File: config.mk
export PLATFORM = sky130hd
export DESIGN_NAME = diff_drive_odometry
export DESIGN_NICKNAME = d
export VERILOG_FILES = /design/src/rtl/ddo_pkg.sv /design/src/rtl/ddo_cordic.sv /design/src/rtl/diff_drive_odometry.sv
export SDC_FILE = /design/constraint.sdc
export NUM_CORES = 2
export LEC_CHECK = 0
export CAP_MARGIN = 15
export CELL_PAD_IN_SITES_DETAIL_PLACEMENT = 1
export CELL_PAD_IN_SITES_GLOBAL_PLACEMENT = 1
export CORE_ASPECT_RATIO = 1.2
export CORE_MARGIN = 10
export CORE_UTILIZATION = 25
export CTS_CLUSTER_SIZE = 25
export DETAILED_ROUTE_END_ITERATION = 10
export DONT_BUFFER_PORTS = 1
export PLACE_DENSITY = 0.54
export SYNTH_ARGS = -nofsm -noshare
export SYNTH_HDL_FRONTEND = slang
export SYNTH_SLANG_ARGS = --single-unit
File: constraint.sdc
create_clock -name clk -period 9.47 [get_ports clk]
set_clock_uncertainty 0.1 [all_clocks]
set_input_delay 1.894 -clock clk [delete_from_list [all_inputs] [get_ports clk]]
set_output_delay 1.894 -clock clk [all_outputs]
set_load 0.01 [all_outputs]
File: src/rtl/ddo_pkg.sv
// Shared constants and helper functions for the differential-drive odometry block.
package ddo_pkg;

  localparam int CORDIC_STEPS_DEF = 24;
  localparam int DIV_STEPS = 62;

  localparam logic [31:0] WHEEL_BASE_RESET = 32'd19661;

  localparam logic CMD_INTEGRATE = 1'b0;
  localparam logic CMD_SET_POSE = 1'b1;

  localparam logic REG_WHEEL_BASE = 1'b0;

  localparam logic signed [35:0] PI_Q29 = 36'sd1686629713;
  localparam logic signed [35:0] TWO_PI_Q29 = 36'sd3373259426;
  localparam logic [32:0] TWO_PI_U = 33'd3373259426;
  localparam logic signed [33:0] HALF_PI_Q30 = 34'sd1686629713;
  localparam logic signed [33:0] PI_Q30 = 34'sd3373259426;
  localparam logic signed [33:0] CORDIC_GAIN_Q30 = 34'sd652032874;
  localparam logic signed [65:0] ROUND_HALF = 66'sd536870912;
  localparam logic signed [48:0] POS_MAX = 49'sh0_7FFF_FFFF_FFFF;
  localparam logic signed [48:0] POS_MIN = 49'sh1_8000_0000_0000;

  // Arctangent of 2^-i in Q2.30 radians.
  function automatic logic [31:0] atan_q30(input logic [4:0] idx);
    logic [31:0] v;
    case (idx)
      5'd0: v = 32'd843314857;
      5'd1: v = 32'd497837829;
      5'd2: v = 32'd263043837;
      5'd3: v = 32'd133525159;
      5'd4: v = 32'd67021687;
      5'd5: v = 32'd33543516;
      5'd6: v = 32'd16775851;
      5'd7: v = 32'd8388437;
      5'd8: v = 32'd4194283;
      5'd9: v = 32'd2097149;
      5'd10: v = 32'd1048576;
      5'd11: v = 32'd524288;
      5'd12: v = 32'd262144;
      5'd13: v = 32'd131072;
      5'd14: v = 32'd65536;
      5'd15: v = 32'd32768;
      5'd16: v = 32'd16384;
      5'd17: v = 32'd8192;
      5'd18: v = 32'd4096;
      5'd19: v = 32'd2048;
      5'd20: v = 32'd1024;
      5'd21: v = 32'd512;
      5'd22: v = 32'd256;
      5'd23: v = 32'd128;
      5'd24: v = 32'd64;
      5'd25: v = 32'd32;
      5'd26: v = 32'd16;
      5'd27: v = 32'd8;
      5'd28: v = 32'd4;
      5'd29: v = 32'd2;
      default: v = 32'd0;
    endcase
    return v;
  endfunction

  // Brings an angle within three half turns of zero into (-pi, pi].
  function automatic logic signed [31:0] wrap_once(input logic signed [35:0] v);
    logic signed [35:0] t;
    t = v;
    if (v > PI_Q29) begin
      t = v - TWO_PI_Q29;
    end else if (v <= -PI_Q29) begin
      t = v + TWO_PI_Q29;
    end
    return $signed(t[31:0]);
  endfunction

endpackage

File: src/rtl/ddo_cordic.sv
// Iterative rotation-mode CORDIC giving cosine and sine of a Q3.29 angle in Q2.30.
module ddo_cordic #(
  parameter int CORDIC_STEPS = ddo_pkg::CORDIC_STEPS_DEF
) (
  input  logic               clk,
  input  logic               rst_n,
  input  logic               start_i,
  input  logic signed [31:0] angle_i,
  output logic               done_o,
  output logic signed [33:0] cos_o,
  output logic signed [33:0] sin_o
);

  localparam int IW = (CORDIC_STEPS > 1) ? $clog2(CORDIC_STEPS) : 1;

  typedef enum logic {CS_IDLE, CS_RUN} cs_state_t;

  cs_state_t         state_r;
  logic [IW-1:0]     i_r;
  logic signed [33:0] x_r, y_r, z_r;
  logic              neg_r;
  logic              done_r;
  logic signed [33:0] cos_r, sin_r;

  logic signed [33:0] z_in, z_pre;
  logic               neg_pre;
  logic signed [33:0] xs, ys, at, x_n, y_n, z_n;

  always_comb begin
    z_in = $signed({angle_i[31], angle_i, 1'b0});
    z_pre = z_in;
    neg_pre = 1'b0;
    if (z_in > ddo_pkg::HALF_PI_Q30) begin
      z_pre = z_in - ddo_pkg::PI_Q30;
      neg_pre = 1'b1;
    end else if (z_in < -ddo_pkg::HALF_PI_Q30) begin
      z_pre = z_in + ddo_pkg::PI_Q30;
      neg_pre = 1'b1;
    end
    xs = x_r >>> i_r;
    ys = y_r >>> i_r;
    at = $signed({2'b00, ddo_pkg::atan_q30(5'(i_r))});
    if (!z_r[33]) begin
      x_n = x_r - ys;
      y_n = y_r + xs;
      z_n = z_r - at;
    end else begin
      x_n = x_r + ys;
      y_n = y_r - xs;
      z_n = z_r + at;
    end
  end

  always_ff @(posedge clk) begin
    if (!rst_n) begin
      state_r <= CS_IDLE;
      done_r <= 1'b0;
    end else begin
      done_r <= 1'b0;
      case (state_r)
        CS_IDLE: begin
          if (start_i) begin
            x_r <= ddo_pkg::CORDIC_GAIN_Q30;
            y_r <= '0;
            z_r <= z_pre;
            neg_r <= neg_pre;
            i_r <= '0;
            state_r <= CS_RUN;
          end
        end
        CS_RUN: begin
          x_r <= x_n;
          y_r <= y_n;
          z_r <= z_n;
          i_r <= i_r + 1'b1;
          if (i_r == IW'(CORDIC_STEPS - 1)) begin
            cos_r <= neg_r ? -x_n : x_n;
            sin_r <= neg_r ? -y_n : y_n;
            done_r <= 1'b1;
            state_r <= CS_IDLE;
          end
        end
        default: state_r <= CS_IDLE;
      endcase
    end
  end

  assign done_o = done_r;
  assign cos_o = cos_r;
  assign sin_o = sin_r;

endmodule

File: src/rtl/diff_drive_odometry.sv
// Top level of the differential-drive odometry block: sequencer, divider, multiplier and pose.
// A set-pose request skips the divider, CORDIC and multiplier. An integrate request runs the
// bit-serial divider, which forms the heading change one quotient bit per cycle while reducing
// it modulo 2pi, followed by the iterative CORDIC and four passes through one 32 by 18 bit
// multiplier. The block accepts no request while one is in work, but takes the next one while
// a finished pose still waits in the output register. The wheel base is written through the
// APB port at byte address 0; the user must write it only while the block is idle, as the
// block itself does not enforce this.
module diff_drive_odometry #(
  parameter int CORDIC_STEPS = ddo_pkg::CORDIC_STEPS_DEF
) (
  input  logic          clk,
  input  logic          rst_n,
  input  logic          in_tvalid,
  output logic          in_tready,
  // left_distance, right_distance, new_x, new_y, new_theta
  input  logic [191:0]  in_tdata,
  // cmd
  input  logic          in_tuser,
  output logic          out_tvalid,
  input  logic          out_tready,
  // pos_x, pos_y, heading
  output logic [127:0]  out_tdata,
  input  logic          cfg_psel,
  input  logic          cfg_penable,
  input  logic          cfg_pwrite,
  input  logic [2:0]    cfg_paddr,
  input  logic [31:0]   cfg_pwdata,
  output logic [31:0]   cfg_prdata,
  output logic          cfg_pready
);

  typedef enum logic [2:0] {
    ST_IDLE, ST_DIV, ST_ANG, ST_ROT, ST_MUL, ST_POS, ST_DONE
  } state_t;

  state_t              state_r;
  logic [31:0]         wb_r;
  logic signed [47:0]  pos_x_r, pos_y_r;
  logic signed [31:0]  theta_r;
  logic signed [31:0]  ds_r;
  logic                neg_r;
  logic [32:0]         num_r;
  logic [31:0]         div_rem_r;
  logic [31:0]         rq_r, rh_r;
  logic                qlast_r;
  logic [5:0]          cnt_r;
  logic signed [31:0]  mid_r, th_new_r;
  logic                cor_start_r;
  logic [2:0]          mcnt_r;
  logic signed [49:0]  prod_r;
  logic signed [65:0]  acc_x_r, acc_y_r;
  logic signed [47:0]  nx_r, ny_r;
  logic                out_valid_r;
  logic [127:0]        out_data_r;

  logic                cor_done;
  logic signed [33:0]  cor_cos, cor_sin;

  ddo_cordic #(.CORDIC_STEPS(CORDIC_STEPS)) u_cordic (
    .clk     (clk),
    .rst_n   (rst_n),
    .start_i (cor_start_r),
    .angle_i (mid_r),
    .done_o  (cor_done),
    .cos_o   (cor_cos),
    .sin_o   (cor_sin)
  );

  logic               cfg_wr;
  logic               accept;
  logic signed [32:0] l_in, r_in, sum_lr, diff_lr;
  logic [32:0]        mag;
  logic [32:0]        rem_s, rem_n, qt_s, qt_n;
  logic               qbit;
  logic [32:0]        mh_s, mh;
  logic signed [33:0] dfull, dhalf;
  logic signed [31:0] th_full, th_mid, th_set;
  logic [17:0]        opnd;
  logic signed [49:0] prod_w;
  logic signed [65:0] prod_ext;
  logic signed [35:0] rx, ry;
  logic signed [48:0] sx, sy;
  logic signed [47:0] sat_x, sat_y;
  logic               out_free;

  assign cfg_wr = cfg_psel && cfg_penable && cfg_pwrite && cfg_pready;
  assign cfg_pready = 1'b1;
  assign cfg_prdata = (cfg_paddr[2] == ddo_pkg::REG_WHEEL_BASE) ? wb_r : 32'd0;

  assign in_tready = (state_r == ST_IDLE);
  assign accept = in_tvalid && in_tready;
  assign out_free = !out_valid_r || out_tready;

  always_comb begin
    l_in = $signed({in_tdata[31], in_tdata[31:0]});
    r_in = $signed({in_tdata[63], in_tdata[63:32]});
    sum_lr = l_in + r_in;
    diff_lr = r_in - l_in;
    mag = diff_lr[32] ? 33'(-diff_lr) : 33'(diff_lr);
    th_set = ddo_pkg::wrap_once($signed({{4{in_tdata[191]}}, in_tdata[191:160]}));

    rem_s = {div_rem_r, num_r[32]};
    qbit = (wb_r != 32'd0) && (rem_s >= {1'b0, wb_r});
    rem_n = qbit ? rem_s - {1'b0, wb_r} : rem_s;
    qt_s = {rq_r, qbit};
    qt_n = (qt_s >= ddo_pkg::TWO_PI_U) ? qt_s - ddo_pkg::TWO_PI_U : qt_s;

    mh_s = {1'b0, rh_r} + {32'd0, neg_r & qlast_r};
    mh = (mh_s >= ddo_pkg::TWO_PI_U) ? mh_s - ddo_pkg::TWO_PI_U : mh_s;
    dfull = neg_r ? -$signed({2'b00, rq_r}) : $signed({2'b00, rq_r});
    dhalf = neg_r ? -$signed({1'b0, mh}) : $signed({1'b0, mh});
    th_full = ddo_pkg::wrap_once($signed({{4{theta_r[31]}}, theta_r})
                                 + $signed({{2{dfull[33]}}, dfull}));
    th_mid = ddo_pkg::wrap_once($signed({{4{theta_r[31]}}, theta_r})
                                + $signed({{2{dhalf[33]}}, dhalf}));

    case (mcnt_r)
      3'd0: opnd = {1'b0, cor_cos[16:0]};
      3'd1: opnd = {cor_cos[33], cor_cos[33:17]};
      3'd2: opnd = {1'b0, cor_sin[16:0]};
      3'd3: opnd = {cor_sin[33], cor_sin[33:17]};
      default: opnd = 18'd0;
    endcase
    prod_w = ds_r * $signed(opnd);
    prod_ext = $signed({{16{prod_r[49]}}, prod_r});

    rx = $signed(36'((acc_x_r + ddo_pkg::ROUND_HALF) >>> 30));
    ry = $signed(36'((acc_y_r + ddo_pkg::ROUND_HALF) >>> 30));
    sx = $signed({pos_x_r[47], pos_x_r}) + $signed({{13{rx[35]}}, rx});
    sy = $signed({pos_y_r[47], pos_y_r}) + $signed({{13{ry[35]}}, ry});
    sat_x = (sx > ddo_pkg::POS_MAX) ? ddo_pkg::POS_MAX[47:0] :
            (sx < ddo_pkg::POS_MIN) ? ddo_pkg::POS_MIN[47:0] : sx[47:0];
    sat_y = (sy > ddo_pkg::POS_MAX) ? ddo_pkg::POS_MAX[47:0] :
            (sy < ddo_pkg::POS_MIN) ? ddo_pkg::POS_MIN[47:0] : sy[47:0];
  end

  always_ff @(posedge clk) begin
    if (!rst_n) begin
      state_r <= ST_IDLE;
      wb_r <= ddo_pkg::WHEEL_BASE_RESET;
      pos_x_r <= '0;
      pos_y_r <= '0;
      theta_r <= '0;
      cor_start_r <= 1'b0;
      out_valid_r <= 1'b0;
    end else begin
      cor_start_r <= 1'b0;
      if (cfg_wr && cfg_paddr[2] == ddo_pkg::REG_WHEEL_BASE) begin
        wb_r <= cfg_pwdata;
      end
      if (out_valid_r && out_tready && state_r != ST_DONE) begin
        out_valid_r <= 1'b0;
      end
      case (state_r)
        ST_IDLE: begin
          if (accept) begin
            if (in_tuser == ddo_pkg::CMD_SET_POSE) begin
              nx_r <= $signed(in_tdata[111:64]);
              ny_r <= $signed(in_tdata[159:112]);
              th_new_r <= th_set;
              state_r <= ST_DONE;
            end else begin
              ds_r <= sum_lr[32:1];
              neg_r <= diff_lr[32];
              num_r <= mag;
              div_rem_r <= '0;
              rq_r <= '0;
              rh_r <= '0;
              qlast_r <= 1'b0;
              cnt_r <= '0;
              state_r <= ST_DIV;
            end
          end
        end
        ST_DIV: begin
          num_r <= {num_r[31:0], 1'b0};
          div_rem_r <= rem_n[31:0];
          rh_r <= rq_r;
          rq_r <= qt_n[31:0];
          qlast_r <= qbit;
          cnt_r <= cnt_r + 1'b1;
          if (cnt_r == 6'(ddo_pkg::DIV_STEPS - 1)) begin
            state_r <= ST_ANG;
          end
        end
        ST_ANG: begin
          th_new_r <= th_full;
          mid_r <= th_mid;
          cor_start_r <= 1'b1;
          state_r <= ST_ROT;
        end
        ST_ROT: begin
          mcnt_r <= '0;
          if (cor_done) begin
            state_r <= ST_MUL;
          end
        end
        ST_MUL: begin
          prod_r <= prod_w;
          mcnt_r <= mcnt_r + 1'b1;
          case (mcnt_r)
            3'd1: acc_x_r <= prod_ext;
            3'd2: acc_x_r <= acc_x_r + (prod_ext <<< 17);
            3'd3: acc_y_r <= prod_ext;
            3'd4: begin
              acc_y_r <= acc_y_r + (prod_ext <<< 17);
              state_r <= ST_POS;
            end
            default: ;
          endcase
        end
        ST_POS: begin
          nx_r <= sat_x;
          ny_r <= sat_y;
          state_r <= ST_DONE;
        end
        ST_DONE: begin
          if (out_free) begin
            pos_x_r <= nx_r;
            pos_y_r <= ny_r;
            theta_r <= th_new_r;
            out_data_r <= {th_new_r, ny_r, nx_r};
            out_valid_r <= 1'b1;
            state_r <= ST_IDLE;
          end
        end
        default: state_r <= ST_IDLE;
      endcase
    end
  end

  assign out_tvalid = out_valid_r;
  assign out_tdata = out_data_r;

  a_busy_after_accept: assert property (@(posedge clk) disable iff (!rst_n)
    in_tvalid && in_tready |=> !in_tready)
    else $error("input accepted while a request was in work");

  a_theta_range: assert property (@(posedge clk) disable iff (!rst_n)
    $signed({{4{theta_r[31]}}, theta_r}) > -ddo_pkg::PI_Q29 &&
    $signed({{4{theta_r[31]}}, theta_r}) <= ddo_pkg::PI_Q29)
    else $error("stored heading left (-pi, pi]");

  a_out_heading: assert property (@(posedge clk) disable iff (!rst_n)
    out_valid_r |-> $signed({{4{out_data_r[127]}}, out_data_r[127:96]}) > -ddo_pkg::PI_Q29 &&
    $signed({{4{out_data_r[127]}}, out_data_r[127:96]}) <= ddo_pkg::PI_Q29)
    else $error("reported heading left (-pi, pi]");

  a_mod_residue: assert property (@(posedge clk) disable iff (!rst_n)
    state_r == ST_DIV |-> {1'b0, rq_r} < ddo_pkg::TWO_PI_U && {1'b0, rh_r} < ddo_pkg::TWO_PI_U)
    else $error("heading residue not reduced below 2pi");

endmodule
# [After elaboration in Yosys (flattened, before gate mapping)]
# Memories as Yosys holds them, arrays and structs flattened. A register that Yosys moved wholly into a read port is not among the register bits.
# Index checks and enable logic that the tools add are counted.
[word_totals] reg_bits=985 rom_bits=960 input_bits=235 mem_count=1
[op_classes] addsub=36 multipliers=1 n_lt_le_gt_ge=15 n_eq_ne=21 shift=2 mux=76 n_bitwise=4 n_reduce_logical=34
[mem_list] name="(name not given)" words=32 word_bits=30 read_ports=1 rd_clocked_by_memory_dff=1 wr=0 line="ddo_pkg.sv:27" text="case (idx)"
[ops] cell="two-way mux 32 bit" n=13
[ops] cell="two-way mux 34 bit" n=12
[ops] cell="two-way mux 48 bit" n=8
[ops] cell="case mux 66 bit (2 select lines)" n=2
[ops] cell="case mux 32 bit (2 select lines)" n=4
[ops] cell="case mux 34 bit (2 select lines)" n=3
[ops] cell="case mux 48 bit (2 select lines)" n=2
[ops] cell="adder 66 x 31 -> 66 bit, second input constant" n=2
[ops] cell="adder 66 bit" n=2
[ops] cell="two-way mux 33 bit" n=4
[ops] cell="adder 48 x 36 -> 49 bit" n=2
[ops] cell="greater-than comparator 49 x 48 -> 1 bit, second input constant" n=2
[ops] cell="< comparator 49 x 48 -> 1 bit, second input constant" n=2
[ops] cell="adder 32 x 31 -> 32 bit, second input constant" n=3
[ops] cell="subtractor 32 x 31 -> 32 bit, second input constant" n=3
[ops] cell="case mux 18 bit (4 select lines)" n=1
[ops] cell="adder 32 x 34 -> 35 bit" n=2
[ops] cell="greater-than comparator 35 x 32 -> 1 bit, second input constant" n=2
[ops] cell="<= comparator 35 x 32 -> 1 bit, second input constant" n=2
[ops] cell="adder 34 bit" n=2
[ops] cell="negation 34 bit" n=2
[ops] cell=">>> shifter 34 x 5 -> 34 bit" n=2
[ops] cell="subtractor 34 bit" n=2
[ops] cell="greater-or-equal comparator 33 x 32 -> 1 bit, second input constant" n=2
[ops] cell="other kinds (52)" n=108

# [Logic depth before layout (Yosys ltp)]
[depth] depth_word=10 ltp_mapped=46

# [Hierarchy]
# A second synthesis with hierarchy kept.
[unflattened] hier_cells=11522 hier_area_um2=101443.5
[by_module_without_submodules] mod="diff_drive_odometry" instances=1 cells_per_inst=8888 area_each_um2=78242.5 seq_area_each_um2=21530.6
[by_module_without_submodules] mod="ddo_cordic" instances=1 cells_per_inst=2634 area_each_um2=23201.0 seq_area_each_um2=5925.7

# [Least setup slack after synthesis]
# OpenSTA, ideal clock, no wires.
[synth_path] kind="input to register" startpoint="in rst_n" endpoint="reg nx_r[0], enable pin" setup_time_ps=697 arrival_ps=9338 setup_slack_ps=-665 stages=3 n_path_buf=2 path_cell_list="clkbuf_1 clkbuf_1 a21boi_0"
[synth_between] elab_chain_len=1
[synth_rtl] element="start, declared" line="diff_drive_odometry.sv:13" text="input logic rst_n,"
[synth_rtl] element="AND reduction 4 bit (no source line)"
[synth_rtl] element="end signal, assigned" line="diff_drive_odometry.sv:159" text="nx_r <= $signed(in_tdata[111:64]);"
[synth_rtl] element="end signal, assigned" line="diff_drive_odometry.sv:214" text="nx_r <= sat_x;"
[synth_rtl] element="end, declared" line="diff_drive_odometry.sv:53" text="logic signed [47:0] nx_r, ny_r;"
# Every way passes these cells.
# A chain may end at the register's enable or synchronous reset.

==> results.toml <==
[run_status]
status = "complete, no violations"

[setup_path]
startpoint = "rq_r[0]$_SDFFCE_PN0P_"
cp_data_arrival_time_ns = 9.42
rrSetupSlack_ns = 0.55
slowest_stage = "a2111o_1"
regToRegEndpoint = "mid_r[5]$_DFFE_PP_"
cp-endpoint = "mid_r[5]$_DFFE_PP_"
setup.worst_path.class = "flip-flop to flip-flop"
cp-start-kind = "flip-flop"
crit_top_cell = "buf_4"
cp-end-kind = "flip-flop"
max_stage_delay_ns = 0.55
critical_path_peak_fanout = 7
rr_startpoint = "rq_r[0]$_SDFFCE_PN0P_"
reg2reg_depth = 38
worstPathRequired_ns = 9.97

[die]
fp.dieW_um = 596
die_y_um = 711
dieArea_um2 = 423000
row_count = 253
initial_core_util_pct = 25.1
core_um2 = 396000
ios = 398

[sta]
finalCriticalPeriod_ns = 8.92
finalSetupTns_ns = 0
hold_viol_final = 0
worst_pin_slew_ns = 1.25
period_share_pct = 94.1
relSlewSlack_pct = 15.6
fmax_mhz = 112
final-max-slew-violation-count = 0
final-setup-viol-count = 0
rsz0062_at_grt = "no"

[detailed_routing]
ant_nets = 0
vias = 82797
wl_per_cell_um = 21.8
remaining_drc_errors = 0
vias_per_cell = 5.01
routed_wl_mm = 360
drt_iter0_markers = 4109
drt-pass1-iter-count = 7

[logic_synthesis]
synth-simple-area-share_pct = 18.5
synth_seq_area_share_pct = 27.6
ys_ff_latch = 980
async_flop_share_pct = 0
synth_edf_count = 783
synth_warnings = 0
syn_inst = 11340
synth_fa_ha_area_share_pct = 19.4
synthFlopType = "edfxtp_1"
synth_area_um2 = 99400
synthXorXnorAreaFrac_pct = 8.06
synth_cell_types = 106
avgSynthCellArea_um2 = 8.77
synth_top_family_by_area = "adder cells"
synth_nets = 12755
synth_mux_area_share_pct = 3.15
synth-compound-area-share_pct = 17.7

[global_routing]
grt.total_usage_pct = 16.3
grt_pass1_wl_mm = 550
grt_pass1_vias = 87427
grt-ovfl-total = 0
grt_max_degree = 178
antenna_found_initial = 39

[power]
p_sw_mw = 20.9
clkPwrFrac_pct = 12.3
p_sw_share_pct = 49.1
ir_worst_vdd_mv = 0.559
power_density_nw_per_um2 = 384
combinationalPowerShare_pct = 69.9
power.leakage_nw = 43.8
power_mw = 42.5
p_int_mw = 21.7
seq_power_share_pct = 17.8

[layout]
drive_gt1_share_pct = 7.11
final_util_pct = 28.0
postLayoutCellArea_um2 = 111000
syn2layout_area_growth_pct = 11.5
fin_nets = 12599

[clock_tree]
clkTransAtPathRegs_ns = 0.06
clk_latency_ns = 0.87
htreeDepth = 4
clockBufferDepth = 4
cts_sinks = 980
root_buffer = "clkbuf_16"
numCtsBuffers = 135
postCtsHoldBufs = 0
cts_tree = "yes"

[place]
postPlaceCellArea_um2 = 106000
place.gp.congestion = 0.854
portBuffers = 0
place_hpwl_mm = 282

[min_path]
hold_start = "ny_r[6]$_DFFE_PP_"
min_delay_path_depth = 0
hp-class = "flip-flop to flip-flop"

[flow_run]
cap_viol_max_count = 0
cell type report:
class | count | area [um2]
clock inverters | 69 | 727
well taps | 5227 | 6540
diodes | 23 | 57.6
flip-flops and latches | 980 | 27500
repair buffers | 262 | 2140
fillers | 46173 | 285000
multi-input cells | 8910 | 66900
clock buffers | 174 | 3650
inverters | 895 | 3360
critical path: cells and delay by family, from the launching register on:
family,cells,cell delay [ns]
multiplexers,2,0.69
adder cells (fa/ha/maj),4,0.93
buffers and inverters,7,0.96
AO/OA/AOI/OAI,15,3.66
XOR/XNOR,2,0.33
flip-flops,1,0.47
AND/OR/NAND/NOR,8,1.52
power by group through the flow:
stage	Combinational [mW]	Clock, mW	Sequential (mW)
6_report	29.7	5.25	7.56
2_1_floorplan	21.3	0	6.99
4_1_cts	30.1	5.45	7.57
5_1_grt	33.5	5.59	7.63
3_5_place_dp	29.8	0	7.65
3_3_place_gp	29.6	0	7.65
synthesized netlist by cell type, drive strengths merged (63+ instances only):
cell type | number | area [um2]
a21boi | 198 | 1490
clkbuf | 477 | 1790
or3 | 96 | 606
o21ai | 604 | 3020
a31oi | 128 | 801
o21bai | 83 | 623
o21a | 91 | 683
nor2b | 90 | 563
mux4 | 94 | 2120
a21oi | 681 | 3420
nand2b | 132 | 826
edfxtp | 783 | 23500
nor2 | 798 | 3000
and2 | 280 | 1750
nor3 | 210 | 1060
and3 | 134 | 838
ha | 614 | 7680
fa | 566 | 11300
nand2 | 1508 | 5660
nand3 | 224 | 1120
buf | 79 | 349
or2 | 80 | 500
dfxtp | 197 | 3940
o211ai | 63 | 487
xor2 | 296 | 2610
mux2i | 73 | 731
xnor2 | 614 | 5400
nor4 | 87 | 566
inv | 893 | 3350
a21o | 240 | 1800
nand4 | 93 | 597
o31ai | 75 | 568
cell families after synthesis:
family                     Yosys count
adders and majority gates         1204
buffers and inverters             1451
and+or+nand+nor                   3891
DFF                                980
other                                1
AOI/OAI and AO/OA                 2711
xor gates and xnor gates           910
muxes                              192
sequential cells by signal (all words and copies together), names as in the netlist, 33 cells and up:
register,flops
out_tdata,128
prod_r,50
acc_x_r,49
acc_y_r,49
nx_r,48
ny_r,48
pos_x_r,48
pos_y_r,48
u_cordic.cos_o,34
u_cordic.sin_o,34
u_cordic.x_r,34
u_cordic.y_r,34
u_cordic.z_r,34
num_r,33
through the flow:
| stage | instances | hold slack (ns) | worst slack [ns] |
|---|---|---|---|
| after CTS | 16512 | 0.350 | 0.106 |
| after detailed placement | 16269 | 0.334 | 0.150 |
| after floorplan | 11340 | 0.326 | 0.0184 |
| final | 16540 | 0.348 | 0.554 |
| after global placement | 16269 | 0.331 | 0.219 |
| after global routing | 16518 | 0.362 | 0.00604 |
per-layer routing:
metal / share of wire, % / GRT usage, % / routed length [um] / vias up
met5: 0.068 / 0 / 245 / -
met4: 3.0 / 4.42 / 10900 / 36
met3: 4.6 / 2.78 / 16600 / 456
met2: 48 / 28.3 / 173000 / 1364
met1: 44 / 20.9 / 160000 / 41425
li1: - / - / - / 39516
placed cells by master, fill, tap and decap left out, types with 62 or more instances in the layout:
cell type  instances
a211oi_1          62
a21boi_0         195
a21o_1           240
a21oi_1          680
a31oi_1          122
and2_1           275
and3_1           132
buf_4            248
clkbuf_16        137
dfxtp_1          196
edfxtp_1         783
fa_1             566
ha_1             613
inv_1            889
mux2i_1           72
mux4_2            94
nand2_1         1504
nand2b_1         131
nand3_1          221
nand4_1           92
nor2_1           791
nor2b_1           89
nor3_1           206
nor4_1            84
o211ai_1          62
o21a_1            90
o21ai_0          591
o21bai_1          83
o31ai_1           69
or2_2             80
or3_1             93
xnor2_1          610
xor2_1           294
what timing repair did:
action                                  4_1_cts  5_1_grt
buffers inserted                              0        3
gates resized for setup                       0       38
endpoints found under the setup margin        0       35
worst min path at each step:
stage,endpoint
2_1_floorplan,out_tdata[0]$_DFFE_PP_
3_3_place_gp,out_tdata[22]$_DFFE_PP_
3_5_place_dp,out_tdata[112]$_DFFE_PP_
4_1_cts,out_tdata[54]$_DFFE_PP_
5_1_grt,out_tdata[25]$_DFFE_PP_
6_report,out_tdata[54]$_DFFE_PP_
(Power assumes the default switching activity.)
